--- src/sv/tcw_pkg.sv ---
// ----------------------------------------------------------------------------
// tcw_pkg: shared types and constants of the text console writer
// Screen geometry, command codes, transaction payload structs, the
// sequencer state type and the screen store request bundle.
// ----------------------------------------------------------------------------
package tcw_pkg;

  // Screen geometry and the field widths of the command port.
  localparam int COLUMNS = 80;
  localparam int ROWS    = 25;
  localparam int CELLS   = COLUMNS * ROWS;
  localparam int COL_W   = 7;
  localparam int ROW_W   = 5;
  localparam int ADDR_W  = $clog2(CELLS);
  localparam int CNT_W   = $clog2(CELLS + 1);

  localparam logic [COL_W-1:0] LAST_COL = COL_W'(COLUMNS - 1);
  localparam logic [ROW_W-1:0] LAST_ROW = ROW_W'(ROWS - 1);

  // Character and attribute constants.
  localparam logic [7:0] NEWLINE_CHAR = 8'h0A;
  localparam logic [7:0] BLANK_CHAR   = 8'h20;
  localparam logic [7:0] RESET_ATTR   = 8'h07;

  // Command codes.
  localparam logic [1:0] CMD_PUT   = 2'd0;
  localparam logic [1:0] CMD_CLEAR = 2'd1;
  localparam logic [1:0] CMD_SETPOS = 2'd2;
  localparam logic [1:0] CMD_READ  = 2'd3;

  // Configuration register indexes and port geometry.
  localparam int          PADDR_W = 3;
  localparam logic        REG_FG  = 1'b0;
  localparam logic        REG_BG  = 1'b1;
  localparam logic [3:0]  FG_RESET = 4'd7;
  localparam logic [3:0]  BG_RESET = 4'd0;

  typedef struct packed {
    logic [1:0]       command;
    logic [7:0]       char_code;
    logic [COL_W-1:0] column;
    logic [ROW_W-1:0] row;
  } tcw_in_t;

  typedef struct packed {
    logic [COL_W-1:0] cursor_col;
    logic [ROW_W-1:0] cursor_line;
    logic [7:0]       cell_char;
    logic [7:0]       cell_attr;
    logic             scrolled;
  } tcw_out_t;

  typedef enum logic [2:0] {
    ST_INIT,
    ST_IDLE,
    ST_READ,
    ST_SCROLL,
    ST_CLEAR
  } tcw_state_t;

  // One write port and one registered read port into the screen store.
  typedef struct packed {
    logic              we;
    logic [ADDR_W-1:0] waddr;
    logic [15:0]       wdata;
    logic              re;
    logic [ADDR_W-1:0] raddr;
  } tcw_mem_req_t;

endpackage

--- src/sv/tcw_cfg_regs.sv ---
// ----------------------------------------------------------------------------
// tcw_cfg_regs: colour configuration registers
// APB-style slave holding the foreground and background colour indexes and
// presenting the current attribute byte to the sequencer.
// ----------------------------------------------------------------------------
module tcw_cfg_regs (
  input  logic                        clk,
  input  logic                        rst,
  input  logic                        psel,
  input  logic                        penable,
  input  logic                        pwrite,
  input  logic [tcw_pkg::PADDR_W-1:0] paddr,
  input  logic [31:0]                 pwdata,
  output logic [31:0]                 prdata,
  output logic                        pready,
  output logic [7:0]                  attr
);
  import tcw_pkg::*;

  logic [3:0] fg;
  logic [3:0] bg;
  logic       wr_en;
  logic       reg_sel;

  assign pready  = 1'b1;
  assign wr_en   = psel && penable && pwrite;
  assign reg_sel = paddr[2];

  // Register writes complete in the access phase.
  always_ff @(posedge clk) begin
    if (rst) begin
      fg <= FG_RESET;
      bg <= BG_RESET;
    end else if (wr_en) begin
      unique case (reg_sel)
        REG_FG:  fg <= pwdata[3:0];
        REG_BG:  bg <= pwdata[3:0];
        default: fg <= fg;
      endcase
    end
  end

  // Read-back multiplexer.
  always_comb begin
    unique case (reg_sel)
      REG_FG:  prdata = {28'd0, fg};
      REG_BG:  prdata = {28'd0, bg};
      default: prdata = 32'd0;
    endcase
  end

  assign attr = {bg, fg};

endmodule

--- config.mk ---
export PLATFORM = sky130hd
export DESIGN_NAME = tcw_cfg_regs
export DESIGN_NICKNAME = d
export VERILOG_FILES = /design/src/sv/tcw_pkg.sv /design/src/sv/tcw_cfg_regs.sv
export SDC_FILE = /design/constraint.sdc
export NUM_CORES = 1
export LEC_CHECK = 0
export BUFFER_PORTS_ARGS = -buffer_cell sky130_fd_sc_hd__buf_2
export CORE_MARGIN = 5
export CORE_UTILIZATION = 31
export CTS_CLUSTER_SIZE = 24
export DETAILED_ROUTE_END_ITERATION = 8
export PLACE_DENSITY = 0.79
export SKIP_LAST_GASP = 1
export SLEW_MARGIN = 40
export SYNTH_ARGS = -nofsm -noshare
export SYNTH_HDL_FRONTEND = slang
export SYNTH_SLANG_ARGS = --single-unit
--- constraint.sdc ---
create_clock -name clk -period 1.1 [get_ports clk]
set_clock_uncertainty 0.15 [all_clocks]
set_input_delay 0.22 -clock clk [delete_from_list [all_inputs] [get_ports clk]]
set_output_delay 0.22 -clock clk [all_outputs]
set_load 0.01 [all_outputs]
==> flow_metrics.py <==
metrics = {
    "hold_path": {
        "worst_hold_path.num_cells": 3,
        "whs_endpoint": "bg[1]",
        "hold_path.class": "in2reg",
        "hold_start": "pwdata[1]",
    },
    "floorplan": {
        "row_count": 16,
        "die_y_um": 55.0,
        "num_io_pins": 81,
        "start_util": 0.323,
        "dieArea_um2": 3030,
        "die_w_um": 55.0,
        "core_um2": 1940,
    },
    "sta": {
        "setup_tns_ns": -1.54,
        "fin_crit_sh": 1.22,
        "finalHoldViolations": 0,
        "max_freq_mhz": 746,
        "worst_slack_ns": -0.240,
        "drv_slew": 0,
        "holdWs_ns": 0.0805,
        "setup_viol_count_final": 12,
        "rsz0062_at_grt": "yes",
        "timing.final.crit_period_ns": 1.34,
    },
    "global_routing": {
        "grt_pass1_vias": 467,
        "grt_use_total": 0.104,
        "grt_max_degree": 16,
        "gr-total-overflow": 0,
        "grt_first_pass_wirelength_um": 2100,
        "grt_antenna_before_repair": 0,
    },
    "drt": {
        "dr.first_iter.drc_count": 1,
        "ant_nets": 0,
        "dr_wl_met2_um": 862,
        "maxUsedRoutingLayer": "met4",
        "drc": 0,
        "wl_met1_um": 464,
        "wl_met3_um": 184,
        "first_pass_iters": 2,
        "routed_wl_um": 1540,
        "vias_per_cell": 3.70,
        "num_vias": 474,
        "routedWlPerCell_um": 12.0,
    },
    "cts": {
        "cts.htree.levels": 1,
        "cts_sinks": 8,
        "root_buffer": "clkbuf_4",
        "cts_buffers": 3,
        "clk_latency_ns": 0.25,
        "cts_buffer_depth": 2,
        "holdBufCountCts": 0,
        "clk_pin_slew_ns": 0.06,
        "cts_tree": "done",
    },
    "setup_path": {
        "r2r_end": "fg[0]",
        "start_kind": "flip-flop",
        "worstPathRequired_ns": 0.73,
        "r2r_cells": 4,
        "r2r-start": "fg[0]",
        "crit_type": "reg2out",
        "cp.arrival_ns": 0.97,
        "endpoint_kind": "output pin",
        "cp_max_fo": 2,
        "r2r_setup_slack_ns": 0.09,
    },
    "status": {
        "outcome": "complete, but fails checks",
        "violations": "setup timing",
    },
    "finish": {
        "area_growth_pct": 37.8,
        "nFillCells": 198,
        "n_antenna_cell": 0,
        "drive_gt1_frac": 0.465,
        "mostFrequentLayoutCells": "conb_1 (29), buf_6 (20), nand2b_1 (9), buf_2 (9)",
        "final_common_cell": "conb_1",
        "nets": 143,
    },
    "synth": {
        "synthCells": 71,
        "synth_cell_types": 12,
        "synth_area_um2": 628,
        "postSynthAreaPerCell_um2": 8.85,
        "yosysTopAreaCellShare": 0.347,
        "synth_seq_cells": 8,
        "synth.area.top_cells": "buf_4 (35%), dfxtp_1 (25%), mux2i_1 (13%), nand2b_1 (9.0%), mux2_2 (7.2%)",
        "ys_seq_area_frac": 0.255,
        "ys_warn_count": 0,
        "yosys.area.top_type": "buf_4",
    },
    "power": {
        "ir_drop_mv": 0.431,
        "p_leak_uw": 0.000431,
        "power-per-cell-area_nw_per_um2": 820,
    },
    "place": {
        "gp_congestion": 0.651,
        "portBuffers": 21,
    },
    "job": {
        "cap_violations": 0,
    },
}
==> cells in the mapped netlist <==
| library cell | count |
|---|---|
| dfxtp_1 | 8 |
| conb_1 | 2 |
| and4_1 | 1 |
| nand2b_1 | 9 |
| clkbuf_2 | 1 |
| nor2_1 | 6 |
| buf_6 | 1 |
| mux2i_1 | 8 |
| clkbuf_1 | 1 |
| buf_4 | 29 |
| mux2_2 | 4 |
| and4b_1 | 1 |
==> worst max-delay path, stage by stage, from the launching register on <==
cell	delay [ns]
dfxtp_2	0.32
mux2_4	0.27
buf_6	0.12
==> registers in the layout (all words and copies together) (netlist names) <==
| name | count |
|---|---|
| bg | 4 |
| fg | 4 |
==> layout make-up <==
type,count,area [um^2],area share
Timing Repair Buffer,32,293,0.338
Multi-Input combinational cell,58,347,0.400
Tap cell,27,33.8,0.0390
Clock buffer,3,22.5,0.0260
Sequential cell,8,170,0.197
==> power breakdown <==
| part | switching (uW) | internal [uW] | total [uW] |
|---|---|---|---|
| logic | 98.0 | 80.6 | 179 |
| registers | 4.44 | 297 | 302 |
| clock network | 104 | 125 | 229 |
| total | 206 | 503 | 710 |
==> how the worst max path moves through the flow <==
| stage | end | slack, ns | startpoint | cells after the start |
|---|---|---|---|---|
| after floorplan | prdata[0] | 0.11 | bg[0] | 1 |
| after global placement | prdata[0] | -0.14 | paddr[2] | 3 |
| after detailed placement | fg[3] | -0.18 | paddr[2] | 3 |
| after CTS | prdata[3] | -0.23 | bg[3] | 2 |
| after global routing | prdata[2] | -0.27 | fg[2] | 2 |
| final | prdata[1] | -0.24 | fg[1] | 2 |
==> kinds of logic after synthesis <==
logic type,Yosys count,synth area share
buffers and inverters,32,0.378
DFF,8,0.255
muxes,12,0.199
other,2,0.0120
and+or+nand+nor,17,0.155
==> metrics by stage <==
| stage | instance area [um^2] | utilization | instances | power, uW | worst slack (ns) |
|---|---|---|---|---|---|
| after floorplan | 729 | - | 98 | 474 | 0.112 |
| after global placement | 646 | 0.332 | 116 | 435 | -0.135 |
| after detailed placement | 646 | 0.332 | 116 | 439 | -0.178 |
| after CTS | 803 | 0.414 | 125 | 698 | -0.230 |
| after global routing | 866 | 0.446 | 128 | 749 | -0.266 |
| final | 866 | 0.446 | 128 | 710 | -0.240 |
==> timing repair <==
item                       in CTS  in global routing
setup buffers                   6                  3
resized for setup              20                 12
setup endpoints to repair      12                 12
==> per-layer routing <==
layer | GRT usage | up-vias
li1 | - | 231
met1 | 0.0870 | 212
met2 | 0.211 | 29
met3 | 0.0349 | 2
met4 | 0.0486 | 0
met5 | 0 | -
No activity file was read; power rests on OpenSTA's default activity.
