File: config.mk
export PLATFORM = sky130hd
export DESIGN_NAME = tcw_ctrl
export DESIGN_NICKNAME = d
export VERILOG_FILES = /design/src/sv/tcw_pkg.sv /design/src/sv/tcw_ctrl.sv
export SDC_FILE = /design/constraint.sdc
export NUM_CORES = 1
export LEC_CHECK = 0
export ABC_CLOCK_PERIOD_IN_PS = 2540
export BUFFER_PORTS_ARGS = -buffer_cell sky130_fd_sc_hd__buf_2
export CORE_ASPECT_RATIO = 0.6
export CORE_MARGIN = 8
export CORE_UTILIZATION = 30
export DETAILED_ROUTE_END_ITERATION = 12
export PLACE_DENSITY = 0.5
export SLEW_MARGIN = 5
export SYNTH_ARGS = -nofsm -noshare
export SYNTH_HDL_FRONTEND = slang
export SYNTH_SLANG_ARGS = --single-unit
File: constraint.sdc
create_clock -name clk -period 2.54 [get_ports clk]
set_input_delay 0.254 -clock clk [delete_from_list [all_inputs] [get_ports clk]]
set_output_delay 0.254 -clock clk [all_outputs]
set_load 0.05 [all_outputs]
File: src/sv/tcw_pkg.sv
// ----------------------------------------------------------------------------
// tcw_pkg: shared types and constants of the text console writer
// Screen geometry, command codes, transaction payload structs, the
// sequencer state type and the screen store request bundle.
// ----------------------------------------------------------------------------
package tcw_pkg;

  // Screen geometry and the field widths of the command port.
  localparam int COLUMNS = 80;
  localparam int ROWS    = 25;
  localparam int CELLS   = COLUMNS * ROWS;
  localparam int COL_W   = 7;
  localparam int ROW_W   = 5;
  localparam int ADDR_W  = $clog2(CELLS);
  localparam int CNT_W   = $clog2(CELLS + 1);

  localparam logic [COL_W-1:0] LAST_COL = COL_W'(COLUMNS - 1);
  localparam logic [ROW_W-1:0] LAST_ROW = ROW_W'(ROWS - 1);

  // Character and attribute constants.
  localparam logic [7:0] NEWLINE_CHAR = 8'h0A;
  localparam logic [7:0] BLANK_CHAR   = 8'h20;
  localparam logic [7:0] RESET_ATTR   = 8'h07;

  // Command codes.
  localparam logic [1:0] CMD_PUT   = 2'd0;
  localparam logic [1:0] CMD_CLEAR = 2'd1;
  localparam logic [1:0] CMD_SETPOS = 2'd2;
  localparam logic [1:0] CMD_READ  = 2'd3;

  // Configuration register indexes and port geometry.
  localparam int          PADDR_W = 3;
  localparam logic        REG_FG  = 1'b0;
  localparam logic        REG_BG  = 1'b1;
  localparam logic [3:0]  FG_RESET = 4'd7;
  localparam logic [3:0]  BG_RESET = 4'd0;

  typedef struct packed {
    logic [1:0]       command;
    logic [7:0]       char_code;
    logic [COL_W-1:0] column;
    logic [ROW_W-1:0] row;
  } tcw_in_t;

  typedef struct packed {
    logic [COL_W-1:0] cursor_col;
    logic [ROW_W-1:0] cursor_line;
    logic [7:0]       cell_char;
    logic [7:0]       cell_attr;
    logic             scrolled;
  } tcw_out_t;

  typedef enum logic [2:0] {
    ST_INIT,
    ST_IDLE,
    ST_READ,
    ST_SCROLL,
    ST_CLEAR
  } tcw_state_t;

  // One write port and one registered read port into the screen store.
  typedef struct packed {
    logic              we;
    logic [ADDR_W-1:0] waddr;
    logic [15:0]       wdata;
    logic              re;
    logic [ADDR_W-1:0] raddr;
  } tcw_mem_req_t;

endpackage

File: src/sv/tcw_ctrl.sv
// ----------------------------------------------------------------------------
// tcw_ctrl: command sequencer of the text console writer
// Holds the cursor, decodes commands and steps a single cell counter through
// the screen store for the power-up clear, the clear command and scrolling.
// ----------------------------------------------------------------------------
module tcw_ctrl (
  input  logic                  clk,
  input  logic                  rst,
  input  logic                  start,
  input  tcw_pkg::tcw_in_t      cmd,
  output logic                  busy,
  output logic                  done,
  output tcw_pkg::tcw_out_t     res,
  input  logic [7:0]            attr,
  output tcw_pkg::tcw_mem_req_t mem_req,
  input  logic [15:0]           rdata
);
  import tcw_pkg::*;

  tcw_state_t       state;
  tcw_state_t       state_next;
  logic [CNT_W-1:0] cnt;
  logic [CNT_W-1:0] cnt_next;
  logic [COL_W-1:0] cursor_x;
  logic [COL_W-1:0] cursor_x_next;
  logic [ROW_W-1:0] cursor_y;
  logic [ROW_W-1:0] cursor_y_next;
  logic             done_next;
  tcw_out_t         res_next;

  logic              accept;
  logic              is_newline;
  logic              new_row;
  logic              on_last_row;
  logic              need_scroll;
  logic              read_ok;
  logic [ADDR_W-1:0] cur_addr;
  logic [ADDR_W-1:0] rd_addr;
  logic [15:0]       blank_cell;

  // Shared decode of the command on offer.
  assign accept      = start && (state == ST_IDLE);
  assign is_newline  = (cmd.char_code == NEWLINE_CHAR);
  assign new_row     = is_newline || (cursor_x == LAST_COL);
  assign on_last_row = (cursor_y == LAST_ROW);
  assign need_scroll = (cmd.command == CMD_PUT) && new_row && on_last_row;
  assign read_ok     = (cmd.column <= LAST_COL) && (cmd.row <= LAST_ROW);
  assign cur_addr    = ADDR_W'(cursor_y) * ADDR_W'(COLUMNS) + ADDR_W'(cursor_x);
  assign rd_addr     = ADDR_W'(cmd.row) * ADDR_W'(COLUMNS) + ADDR_W'(cmd.column);
  assign blank_cell  = {attr, BLANK_CHAR};
  assign busy        = (state != ST_IDLE);

  // Next-state logic.
  always_comb begin
    state_next = state;
    unique case (state)
      ST_INIT: begin
        if (cnt == CNT_W'(CELLS - 1)) state_next = ST_IDLE;
      end
      ST_IDLE: begin
        if (accept) begin
          unique case (cmd.command)
            CMD_PUT:    state_next = need_scroll ? ST_SCROLL : ST_IDLE;
            CMD_CLEAR:  state_next = ST_CLEAR;
            CMD_READ:   state_next = read_ok ? ST_READ : ST_IDLE;
            default:    state_next = ST_IDLE;
          endcase
        end
      end
      ST_READ: state_next = ST_IDLE;
      ST_SCROLL: begin
        if (cnt == CNT_W'(CELLS)) state_next = ST_IDLE;
      end
      ST_CLEAR: begin
        if (cnt == CNT_W'(CELLS - 1)) state_next = ST_IDLE;
      end
      default: state_next = ST_IDLE;
    endcase
  end

  // Datapath and output logic: cursor update, store requests and result.
  always_comb begin
    cnt_next      = cnt;
    cursor_x_next = cursor_x;
    cursor_y_next = cursor_y;
    done_next     = 1'b0;
    res_next      = res;
    mem_req       = '0;
    unique case (state)
      ST_INIT: begin
        // Power-up clear with the fixed reset attribute.
        mem_req.we    = 1'b1;
        mem_req.waddr = ADDR_W'(cnt);
        mem_req.wdata = {RESET_ATTR, BLANK_CHAR};
        cnt_next      = (cnt == CNT_W'(CELLS - 1)) ? '0 : CNT_W'(cnt + 1'b1);
      end
      ST_IDLE: begin
        if (accept) begin
          unique case (cmd.command)
            CMD_PUT: begin
              if (!is_newline) begin
                mem_req.we    = 1'b1;
                mem_req.waddr = cur_addr;
                mem_req.wdata = {attr, cmd.char_code};
              end
              if (new_row) begin
                cursor_x_next = '0;
                cursor_y_next = on_last_row ? LAST_ROW : ROW_W'(cursor_y + 1'b1);
              end else begin
                cursor_x_next = COL_W'(cursor_x + 1'b1);
              end
              if (!need_scroll) begin
                done_next = 1'b1;
                res_next  = '{cursor_x_next, cursor_y_next, 8'd0, 8'd0, 1'b0};
              end
            end
            CMD_CLEAR: begin
              cursor_x_next = '0;
              cursor_y_next = '0;
            end
            CMD_SETPOS: begin
              cursor_x_next = (cmd.column > LAST_COL) ? LAST_COL : cmd.column;
              cursor_y_next = (cmd.row > LAST_ROW) ? LAST_ROW : cmd.row;
              done_next     = 1'b1;
              res_next      = '{cursor_x_next, cursor_y_next, 8'd0, 8'd0, 1'b0};
            end
            default: begin
              if (read_ok) begin
                mem_req.re    = 1'b1;
                mem_req.raddr = rd_addr;
              end else begin
                done_next = 1'b1;
                res_next  = '{cursor_x, cursor_y, 8'd0, 8'd0, 1'b0};
              end
            end
          endcase
        end
      end
      ST_READ: begin
        done_next = 1'b1;
        res_next  = '{cursor_x, cursor_y, rdata[7:0], rdata[15:8], 1'b0};
      end
      ST_SCROLL: begin
        // Read the cell one row below and write last cycle's data one cell
        // behind; the bottom row is filled with blanks.
        if (cnt < CNT_W'(CELLS - COLUMNS)) begin
          mem_req.re    = 1'b1;
          mem_req.raddr = ADDR_W'(cnt + CNT_W'(COLUMNS));
        end
        if (cnt != '0) begin
          mem_req.we    = 1'b1;
          mem_req.waddr = ADDR_W'(cnt - 1'b1);
          mem_req.wdata = (cnt <= CNT_W'(CELLS - COLUMNS)) ? rdata : blank_cell;
        end
        if (cnt == CNT_W'(CELLS)) begin
          cnt_next  = '0;
          done_next = 1'b1;
          res_next  = '{cursor_x, cursor_y, 8'd0, 8'd0, 1'b1};
        end else begin
          cnt_next = CNT_W'(cnt + 1'b1);
        end
      end
      ST_CLEAR: begin
        mem_req.we    = 1'b1;
        mem_req.waddr = ADDR_W'(cnt);
        mem_req.wdata = blank_cell;
        if (cnt == CNT_W'(CELLS - 1)) begin
          cnt_next  = '0;
          done_next = 1'b1;
          res_next  = '{cursor_x, cursor_y, 8'd0, 8'd0, 1'b0};
        end else begin
          cnt_next = CNT_W'(cnt + 1'b1);
        end
      end
      default: begin
        cnt_next = '0;
      end
    endcase
  end

  // Control registers.
  always_ff @(posedge clk) begin
    if (rst) begin
      state    <= ST_INIT;
      cnt      <= '0;
      cursor_x <= '0;
      cursor_y <= '0;
      done     <= 1'b0;
    end else begin
      state    <= state_next;
      cnt      <= cnt_next;
      cursor_x <= cursor_x_next;
      cursor_y <= cursor_y_next;
      done     <= done_next;
    end
  end

  // Result payload register.
  always_ff @(posedge clk) begin
    res <= res_next;
  end

endmodule

==> metrics.md, run 1 <==
| Metric | Value |
|---|---|
| Result of the run | finished with violations |
| Failing checks | negative setup slack |
| Largest cells by area after synthesis | edfxtp_1, dfxtp_1, ha_1 |
| Number of global-route vias before repair | between 5000 and 6000 |
| Pin count of the biggest net entering global routing | 30 |
| Dpl hpwl | 14.5 mm |
| Final setup violation count | 20 |
| Final net count | 787 |
| Number of storage elements in the synthesis netlist | 56 |
| Most prevalent standard cell on the critical path | or3_4 |
| CP bufs+invs | 1 |
| Placed Instances | 877 |
| Pre-antenna DRT Iters | 5 |
| Synthesized instance count | 527 |
| Floorplan die area | 19300 um2 |
| Crit path arrival time | 2490 ps |
| Deepest clock path buffer count | 2 |
| Iter 0 DRT Violations | slightly below 500 |
| Number of antenna-violating nets in the routed design | 0 |
| Number of hold buffers added after cts | 0 |
| Number of buffers created by CTS | 5 |
| Antenna violations before repair | 0 |
| Clock edge transition at the registers on the reported setup and hold paths | 80 ps |
| Post-Synthesis Net Count | 611 |
| DR vias/cell | 5.47 |
| Number of port buffers | 119 |
| Later-pin clock latency in the skew report | roughly 310 ps |
| Cell type group with the largest total delay on the critical path | simple AND/OR/NAND/NOR gates |
| Post-route DRC violation count | 0 |
| Mean area per synthesized cell | 8.54 um2 |
| Highest clock frequency the design can meet | 364 MHz |
| Global-route usage over all layers | 0.182 |
| Critical path peak fanout | 2 |
| Critical path capture point type | output pin |
| Number of slew-limit violations in the final report | 0 |
| Headroom to the max-slew limit | 0.532 |
| Leading area contributor after synthesis | edfxtp_1 |
| Post-route clock skew | 10.5 ps |
| Yosys warning total | 0 |
| Hold/Removal Path Class | in -> reg |
| Number of levels in the clock H-tree | 2 |
| Pleak | approximately 2.7 nW |
| Post-synthesis instance area | 4500 um2 |
| Height of the die | between 100 and 150 um |
| Critical-path cell with the highest stage delay | or4_1 |
| Final critical-path required period | 2740 ps |
| Boundary pin count | 120 |
| Count leader, synth | nor2_1 |
| Area of all placed cells without fillers | 6450 um2 |
| Data required, critical path | 2290 ps |
| Post-Place Setup Slack | -95.3 ps |
| Total power density per cell area | 333 nW/um2 |
| Sink Count | 56 |
| Cell-by-cell trace of the critical path | or3_4, or3_4, or3_4, or4_1, o211ai_1, buf_4 |
| Last weighted congestion value of the routability-driven placer | 0.983 |
| CP Class | reg -> out |
| Post-Place Cell Area | 5750 um2 |
| Max Cap Violations | 0 |
| Setup repair after global routing missed its margin | true |
| Post-synthesis cell type count | 67 |
| Critical Path Max Stage Delay | approximately 400 ps |
| Root Driver | clkbuf_16 |
| Hold violation total from the final report | 0 |
| Setup TNS | -1940 ps |
| Routed Wire Length | approximately 18 mm |
| Ant diodes | 0 |
| Ranking of synthesized cells by instance count | nor2_1, nand2_1, o21ai_0, ha_1, edfxtp_1 |
| Global-route wire length before repair | 28.5 mm |
| # rows | 34 |
| Predominant post-synthesis flop cell | edfxtp_1 |
| Part of the cycle the worst path needs | 1.08 |
| Post-synthesis sequential area ratio | 0.314 |
| Total number of vias | 4938 |
| Starting utilization of the core area | 0.308 |
| Layout-stage area growth over the synthesis result | 43.5% |
| Kind of start point of the critical path | flop |
| Post-Route Hold Slack | 233 ps |
| TritonCTS clock tree | done |
| X dimension of the die | 174 um |
| Core area | between 10000 and 15000 um2 |
| Fraction of post-synthesis cell area in the top cell type by area | 0.194 |
| Count of placed standard cells in the final layout, fillers left out | 902 |
| Worst Setup Slack, final | -205 ps |
| Global route overflow | 0 |
| Number of enable flip-flop cells after synthesis | 29 |
| Share of post-route cells with drive strength above 1 | 0.391 |
| Detail-routed net length per standard cell | 20.3 um |
| Transition at the pin with the smallest max-transition slack | 700 ps |
| Post-synth ARST share | 0 |
| Peak VDD IR | 0.229 mV |
sequential cells by signal (all words and copies together) (netlist names):
name,flops
res,29
cnt,11
cursor_x,7
cursor_y,5
state,3
done,1
worst paths after layout:
kind / start / end / slack (ps) / cells past startpoint
hold / removal: rdata[5] / res[14]$_DFFE_PP_ / 230 / 2
setup reg to reg: cnt[0]$_SDFFE_PP0N_ / res[13]$_DFFE_PP_ / 190 / 8
setup / recovery: cnt[0]$_SDFFE_PP0N_ / mem_req[37] / -200 / 6
hold reg to reg: cursor_x[1]$_SDFFE_PP0P_ / cursor_x[1]$_SDFFE_PP0P_ / 560 / 2
what timing repair did:
action                                  4_1_cts  5_1_grt
gates cloned                                  2        0
buffers inserted                             13        3
pin swaps                                    22       13
gates resized for setup                      83       40
endpoints found under the setup margin       26       37
final cells by class:
class / instances / area [um2]
repair buffers: 202 / 1440
inverters: 25 / 98.8
clock inverters: 3 / 25.0
fillers: 1481 / 8140
well taps: 198 / 248
flip-flops and latches: 56 / 1430
multi-input cells: 413 / 3090
clock buffers: 5 / 125
cell families (layout without fill, tap and decap cells):
family	Yosys count	count (layout)	synth area share
AOI/OAI and AO/OA	147	147	0.230
xor gates and xnor gates	31	31	0.0604
adders and majority gates	35	35	0.104
buffers and inverters	58	235	0.0542
DFF	56	56	0.314
muxes	3	3	0.00695
and+or+nand+nor	197	197	0.231
power breakdown:
| group | leakage, nW | switching [W] | internal, W |
|---|---|---|---|
| registers | 0.502 | 0.00000290 | 0.000946 |
| clock network | 0.0708 | 0.000373 | 0.000375 |
| logic | 2.13 | 0.000240 | 0.000214 |
| total | 2.70 | 0.000616 | 0.00153 |
cell usage in the layout (no fill, tap or decap), drive strengths merged, types with 11 or more instances in the layout:
cell | Yosys | layout
xnor2 | 20 | 20
and2 | 20 | 20
inv | 24 | 26
xor2 | 11 | 11
a22o | 16 | 16
nand3 | 16 | 16
nor3 | 12 | 12
nand2 | 41 | 41
o21ai | 39 | 39
dfxtp | 27 | 27
ha | 31 | 31
nor2 | 50 | 50
buf | 13 | 201
a21oi | 17 | 17
edfxtp | 29 | 29
routing by layer:
metal | track usage | share of wire
met1 | 0.264 | 0.48
met3 | 0.0748 | 0.12
met4 | 0.0374 | 0.0099
met2 | 0.244 | 0.39
met5 | 0 | 0
through the flow:
stage                     power, W   util
after global placement     0.00132  0.394
after global routing       0.00223  0.442
final                      0.00215  0.442
after CTS                  0.00212  0.431
after floorplan            0.00116      -
after detailed placement   0.00133  0.394
No activity file was read; power rests on OpenSTA's default activity.
==> run 2: changes to the inputs <==
--- a/config.mk
+++ b/config.mk
@@ -12,7 +12,9 @@
 export CORE_UTILIZATION = 30
 export DETAILED_ROUTE_END_ITERATION = 12
 export PLACE_DENSITY = 0.5
+export SKIP_LAST_GASP = 1
 export SLEW_MARGIN = 5
 export SYNTH_ARGS = -nofsm -noshare
 export SYNTH_HDL_FRONTEND = slang
 export SYNTH_SLANG_ARGS = --single-unit
+export TNS_END_PERCENT = 30
==> metrics.md, run 2 (same netlist as run 1, synthesis figures left out) <==
| Metric | Value |
|---|---|
| Endpoint, Worst Hold | res[4]$_DFFE_PP_ (was res[14]$_DFFE_PP_) |
| Antenna violations before repair | 0 (unchanged) |
| Max Cap Violations | 0 (unchanged) |
| RR Endpoint | res[2]$_DFFE_PP_ (was res[13]$_DFFE_PP_) |
| Registers with the most flip-flops | res x29, cnt x11, cursor_x x7 (unchanged) |
| Sink Count | 56 (unchanged) |
| Cell-by-cell trace of the critical path | or3_4, or3_4, or3_4, or4_4, o211ai_1, buf_4 (was or3_4, or3_4, or3_4, or4_1, o211ai_1, buf_4) |
| CP Class | reg -> out (unchanged) |
| Number of slew-limit violations in the final report | 0 (unchanged) |
| Hold-critical path depth | 2 (unchanged) |
| Peak VDD IR | 0.243 mV (was 0.229 mV) |
| Critical path capture point type | output pin (unchanged) |
| Data required, critical path | 2290 ps (about the same) |
| Deepest clock path buffer count | 2 (unchanged) |
| Area of all placed cells without fillers | 6340 um2 (was 6450 um2) |
| Final critical-path required period | 2780 ps (was 2740 ps) |
| Transition at the pin with the smallest max-transition slack | 625 ps (was 700 ps) |
| Pleak | 2.69 nW (was 2.70 nW) |
| Root Driver | clkbuf_16 (unchanged) |
| Post-Place Cell Area | 5790 um2 (was 5750 um2) |
| Setup repair after global routing missed its margin | true (unchanged) |
| Critical Path Max Stage Delay | 410 ps (about the same) |
| Setup TNS | -1390 ps (was -1940 ps) |
| Later-pin clock latency in the skew report | 310 ps (about the same) |
| Routed Wire Length | 18.6 mm (was 18.4 mm) |
| Post-route clock skew | 5.70 ps (was 10.5 ps) |
| Post-route DRC violation count | 0 (unchanged) |
| Final net count | 790 (was 787) |
| Clock edge transition at the registers on the reported setup and hold paths | 80 ps (about the same) |
| TritonCTS clock tree | done (unchanged) |
| Detail-routed net length per standard cell | 20.6 um (was 20.3 um) |
| Number of levels in the clock H-tree | 2 (unchanged) |
| Register with the most flip-flops | res (unchanged) |
| Global-route wire length before repair | 28.4 mm (was 28.5 mm) |
| Count of placed standard cells in the final layout, fillers left out | 905 (was 902) |
| Commonest cells after routing, fill and taps aside | buf_2, buf_4, nor2_1 (unchanged) |
| Ant diodes | 0 (unchanged) |
| Pre-antenna DRT Iters | 5 (unchanged) |
| Placed Instances | 883 (was 877) |
| DR vias/cell | 5.48 (was 5.47) |
| Worst Setup Slack, final | -238 ps (was -205 ps) |
| Total number of vias | 4955 (was 4938) |
| Reg2reg path depth | 8 (unchanged) |
| Most prevalent standard cell on the critical path | or3_4 (unchanged) |
| Reg2reg setup slack | 10 ps (was 190 ps) |
| Starting utilization of the core area | 0.308 (unchanged) |
| Critical path peak fanout | 4 (was 2) |
| Height of the die | 111 um (unchanged) |
| CP bufs+invs | 1 (unchanged) |
| Part of the cycle the worst path needs | 1.09 (was 1.08) |
| Floorplan die area | 19300 um2 (unchanged) |
| Critical path origin | cnt[0]$_SDFFE_PP0N_ (unchanged) |
| Hold/Removal Path Class | in -> reg (unchanged) |
| Result of the run | finished with violations (unchanged) |
| Number of buffers created by CTS | 5 (unchanged) |
| Share of post-route cells with drive strength above 1 | 0.382 (was 0.391) |
| Number of flip-flops under the largest register name | 29 (unchanged) |
| Post-Place Setup Slack | -114 ps (was -95.3 ps) |
| Layout-stage area growth over the synthesis result | 41.1% (was 43.5%) |
| R2r startpoint | cnt[0]$_SDFFE_PP0N_ (unchanged) |
| Pin count of the biggest net entering global routing | 25 (was 30) |
| Iter 0 DRT Violations | 503 (was 489) |
| Critical-path cell with the highest stage delay | or4_4 (was or4_1) |
| Total power density per cell area | 353 nW/um2 (was 333 nW/um2) |
| Crit path arrival time | 2520 ps (was 2490 ps) |
| Startpoint of the worst hold path | rdata[11] (was rdata[5]) |
| Headroom to the max-slew limit | 0.580 (was 0.532) |
| Cell type group with the largest total delay on the critical path | simple AND/OR/NAND/NOR gates (unchanged) |
| Number of antenna-violating nets in the routed design | 0 (unchanged) |
| Final setup violation count | 19 (was 20) |
| Last weighted congestion value of the routability-driven placer | 0.902 (was 0.983) |
| Core area | 14600 um2 (unchanged) |
| Number of hold buffers added after cts | 0 (unchanged) |
| Number of global-route vias before repair | 4941 (was 5047) |
| Failing checks | negative setup slack (unchanged) |
| Highest clock frequency the design can meet | 360 MHz (was 364 MHz) |
| Hold violation total from the final report | 0 (unchanged) |
| # rows | 34 (unchanged) |
| Kind of start point of the critical path | flop (unchanged) |
| Global-route usage over all layers | 0.184 (was 0.182) |
| Number of port buffers | 119 (unchanged) |
| End-of-flow core utilization | 0.435 (was 0.442) |
| Global route overflow | 0 (unchanged) |
| Dpl hpwl | 14.6 mm (was 14.5 mm) |
| X dimension of the die | 174 um (unchanged) |
| Most common cell after layout, fill and taps aside | buf_2 (unchanged) |
| Boundary pin count | 120 (unchanged) |
-- run 2: cell count changes in the layout (fill, tap and decap cells not counted), sizes merged --
cell	delta
clkbuf	-1
inv	-1
bufinv	+1
buf	+4
-- run 2: routing by layer --
layer  wire length (um)  vias up  global-route usage
met4                235        0              0.0414
met1               9050     2355               0.272
li1                   -     2316                   -
met2               7120      262               0.240
met3               2190       22              0.0718
met5                  0        -                   0
-- run 2: cell type report --
class / count / area [um2]
clock inverter: 3 / 46.3
inverter: 25 / 93.8
fill: 1450 / 8250
clock buffer: 5 / 125
sequential: 56 / 1430
tap: 198 / 248
timing repair buffer: 205 / 1390
multi-input combinational: 413 / 3020
-- run 2: worst reg2reg max path, stage by stage, from the launching register on --
cell      delay [ps]
dfxtp_2          360
buf_4            110
buf_4            120
ha_1             200
and3_1           270
nand4_1          280
o21ai_0          370
o2111a_2         310
buf_12           190
-- run 2: power by group --
part,switching (W),internal [W],leakage (nW)
combinational,0.000241,0.000203,2.11
clock,0.000376,0.000471,0.0804
sequential,0.00000528,0.000945,0.503
-- run 2: worst max path at each step --
| stage | depth (start not counted) | slack [ps] | to |
|---|---|---|---|
| 6_report | 6 | -240 | mem_req[37] |
| 5_1_grt | 6 | -270 | mem_req[37] |
| 3_5_place_dp | 11 | -110 | mem_req[10] |
| 3_3_place_gp | 11 | -100 | mem_req[10] |
| 4_1_cts | 6 | -250 | mem_req[37] |
| 2_1_floorplan | 8 | -170 | mem_req[17] |
-- run 2: per-stage QoR --
stage	power, W	hold slack, ps
floorplan	0.00116	434
global placement	0.00134	545
detailed placement	0.00134	552
CTS	0.00222	227
global route	0.00233	233
finish	0.00224	235
-- run 2: repair_timing --
item / CTS / global route
endpoints found under the setup margin: 24 / 62
endpoints found under the hold margin: 0 / 0
pin swaps: 5 / 18
gates resized for setup: 29 / 69
cloned: 0 / 1
buffers inserted: 4 / 9
==> run 3: changes to the inputs <==
--- a/config.mk
+++ b/config.mk
@@ -11,6 +11,7 @@
 export CORE_MARGIN = 8
 export CORE_UTILIZATION = 30
 export DETAILED_ROUTE_END_ITERATION = 12
+export GPL_TIMING_DRIVEN = 0
 export PLACE_DENSITY = 0.5
 export SKIP_LAST_GASP = 1
 export SLEW_MARGIN = 5
==> metrics.md, run 3 (same netlist as run 1, synthesis figures left out) <==
| Metric | Value |
|---|---|
| Result of the run | finished with violations (unchanged) |
| Failing checks | negative setup slack (unchanged) |
| Registers with the most flip-flops | res x29, cnt x11, cursor_x x7 (unchanged) |
| Hold/Removal Path Class | in -> reg (unchanged) |
| Final setup violation count | 29 (was 19) |
| CP Class | reg -> out (unchanged) |
| Clock edge transition at the registers on the reported setup and hold paths | 80 ps (about the same) |
| Max Cap Violations | 0 (unchanged) |
| Total power density per cell area | 339 nW/um2 (was 353 nW/um2) |
| Pin count of the biggest net entering global routing | 30 (was 25) |
| Final net count | 754 (was 790) |
| Reg2reg setup slack | 40 ps (was 10 ps) |
| Deepest clock path buffer count | 2 (unchanged) |
| Peak VDD IR | 0.209 mV (was 0.243 mV) |
| Area of all placed cells without fillers | 6080 um2 (was 6340 um2) |
| Count of placed standard cells in the final layout, fillers left out | 869 (was 905) |
| Core area | 14600 um2 (unchanged) |
| Headroom to the max-slew limit | 0.190 (was 0.580) |
| R2r startpoint | cnt[0]$_SDFFE_PP0N_ (unchanged) |
| Post-route clock skew | 14.2 ps (was 5.70 ps) |
| TritonCTS clock tree | done (unchanged) |
| Reg2reg path depth | 11 (was 8) |
| Highest clock frequency the design can meet | 349 MHz (was 360 MHz) |
| Hold-critical path depth | 2 (unchanged) |
| Global route overflow | 0 (unchanged) |
| Number of global-route vias before repair | 4884 (was 4941) |
| Share of post-route cells with drive strength above 1 | 0.317 (was 0.382) |
| # rows | 34 (unchanged) |
| Transition at the pin with the smallest max-transition slack | 1200 ps (was 625 ps) |
| Ant diodes | 0 (unchanged) |
| Setup TNS | -4250 ps (was -1390 ps) |
| Number of slew-limit violations in the final report | 0 (unchanged) |
| Detail-routed net length per standard cell | 22.0 um (was 20.6 um) |
| Crit path arrival time | 2610 ps (was 2520 ps) |
| Data required, critical path | 2290 ps (about the same) |
| Part of the cycle the worst path needs | 1.13 (was 1.09) |
| Number of flip-flops under the largest register name | 29 (unchanged) |
| Area of the multi-input gates | 3100 um2 (was 3020 um2) |
| Post-Place Cell Area | 5390 um2 (was 5790 um2) |
| Global-route usage over all layers | 0.185 (was 0.184) |
| Routed Wire Length | 19.1 mm (was 18.6 mm) |
| Worst Setup Slack, final | -328 ps (was -238 ps) |
| DR vias/cell | 5.65 (was 5.48) |
| Number of port buffers | 119 (unchanged) |
| Critical-path cell with the highest stage delay | or4_4 (unchanged) |
| Antenna violations before repair | 0 (unchanged) |
| X dimension of the die | 174 um (unchanged) |
| Height of the die | 111 um (unchanged) |
| Most common cell after layout, fill and taps aside | buf_2 (unchanged) |
| Dpl hpwl | 14.2 mm (was 14.6 mm) |
| Later-pin clock latency in the skew report | 310 ps (about the same) |
| Number of antenna-violating nets in the routed design | 0 (unchanged) |
| Global-route wire length before repair | 28.3 mm (was 28.4 mm) |
| Sequential Area | 1430 um2 (about the same) |
| Register with the most flip-flops | res (unchanged) |
| Setup repair after global routing missed its margin | true (unchanged) |
| RR Endpoint | res[20]$_DFFE_PP_ (was res[2]$_DFFE_PP_) |
| Final critical-path required period | 2870 ps (was 2780 ps) |
| Endpoint, Worst Hold | res[16]$_DFFE_PP_ (was res[4]$_DFFE_PP_) |
| Total number of vias | 4908 (was 4955) |
| Layout-stage area growth over the synthesis result | 35.1% (was 41.1%) |
| Most prevalent standard cell on the critical path | or3_4 (unchanged) |
| Boundary pin count | 120 (unchanged) |
| Kind of start point of the critical path | flop (unchanged) |
| Iter 0 DRT Violations | 463 (was 503) |
| Placed Instances | 844 (was 883) |
| Pre-antenna DRT Iters | 5 (unchanged) |
| Number of levels in the clock H-tree | 2 (unchanged) |
| Floorplan die area | 19300 um2 (unchanged) |
| Startpoint of the worst hold path | rdata[7] (was rdata[11]) |
| Last weighted congestion value of the routability-driven placer | 0.908 (was 0.902) |
| Cell-by-cell trace of the critical path | buf_6, or3_4, or3_4, or3_4, or4_4, o211ai_1, buf_4 (was or3_4, or3_4, or3_4, or4_4, o211ai_1, buf_4) |
| Number of buffers created by CTS | 5 (unchanged) |
| Commonest cells after routing, fill and taps aside | buf_2, nor2_1, nand2_1 (was buf_2, buf_4, nor2_1) |
| Starting utilization of the core area | 0.308 (unchanged) |
| Post-route DRC violation count | 0 (unchanged) |
| Hold violation total from the final report | 0 (unchanged) |
| Critical Path Max Stage Delay | 410 ps (about the same) |
| Critical path peak fanout | 4 (unchanged) |
| Pleak | 2.47 nW (was 2.69 nW) |
| Number of hold buffers added after cts | 0 (unchanged) |
| Total of fill cells in the finished design | 1490 (was 1450) |
| Root Driver | clkbuf_16 (unchanged) |
| Sink Count | 56 (unchanged) |
| Critical path capture point type | output pin (unchanged) |
==> run 3: cell count changes in the layout (fill, tap and decap cells not counted), sizes merged <==
cell / before / now
o2111a: 1 / 4
bufinv: 1 / 0
buf: 205 / 149
inv: 25 / 24
clkbuf: 5 / 23
clkinv: 1 / 2
==> run 3: worst max-delay path by stage <==
stage | start | end | slack [ps] | cells after the start
floorplan | state[0]$_SDFFE_PP0P_ | mem_req[17] | -170 | 8
global placement | cnt[0]$_SDFFE_PP0N_ | mem_req[15] | -510 | 10
detailed placement | cnt[0]$_SDFFE_PP0N_ | mem_req[15] | -510 | 10
CTS | cnt[2]$_SDFFE_PP0N_ | mem_req[37] | -330 | 7
global route | cnt[0]$_SDFFE_PP0N_ | mem_req[37] | -380 | 7
finish | cnt[0]$_SDFFE_PP0N_ | mem_req[37] | -330 | 7
==> run 3: what timing repair did <==
action                     4_1_cts  5_1_grt
setup buffers                   13        4
gates cloned                     1        3
resized for setup               88       16
pin swaps                       19        2
setup endpoints to repair       71       70
==> run 3: final cells by class <==
type | count | area share
clock buffers | 6 | 0.0212
plain buffers | 29 | 0.0261
clock inverters | 2 | 0.00268
inverters | 25 | 0.0167
repair buffers | 137 | 0.147
well taps | 198 | 0.0408
multi-input cells | 416 | 0.510
flip-flops and latches | 56 | 0.235
==> run 3: stage by stage <==
stage	hold WS, ps	power [W]	worst slack, ps	util
floorplan	434	0.00116	-168	-
global placement	546	0.00130	-512	0.369
detailed placement	553	0.00130	-510	0.369
CTS	236	0.00207	-332	0.407
global route	236	0.00215	-384	0.417
finish	241	0.00206	-328	0.417
==> run 3: where the power goes <==
group | internal [W] | switching (W) | total (W)
logic | 0.000160 | 0.000239 | 0.000399
clock network | 0.000369 | 0.000343 | 0.000712
registers | 0.000945 | 0.00000680 | 0.000952
total | 0.00147 | 0.000589 | 0.00206
==> run 3: worst max-delay path, delay by kind of cell (launching register included) <==
kind                   cells  cell delay (ps)
AO/OA/AOI/OAI              1              120
buffers and inverters      2              350
AND/OR/NAND/NOR            4             1510
flip-flops                 1              330
==> run 3: layer usage <==
| metal | vias to the layer above | GRT usage | share of wire |
|---|---|---|---|
| met4 | 0 | 0.0374 | 0.012 |
| li1 | 2260 | - | - |
| met3 | 18 | 0.0646 | 0.12 |
| met2 | 290 | 0.257 | 0.39 |
| met5 | - | 0 | 0 |
| met1 | 2340 | 0.268 | 0.48 |
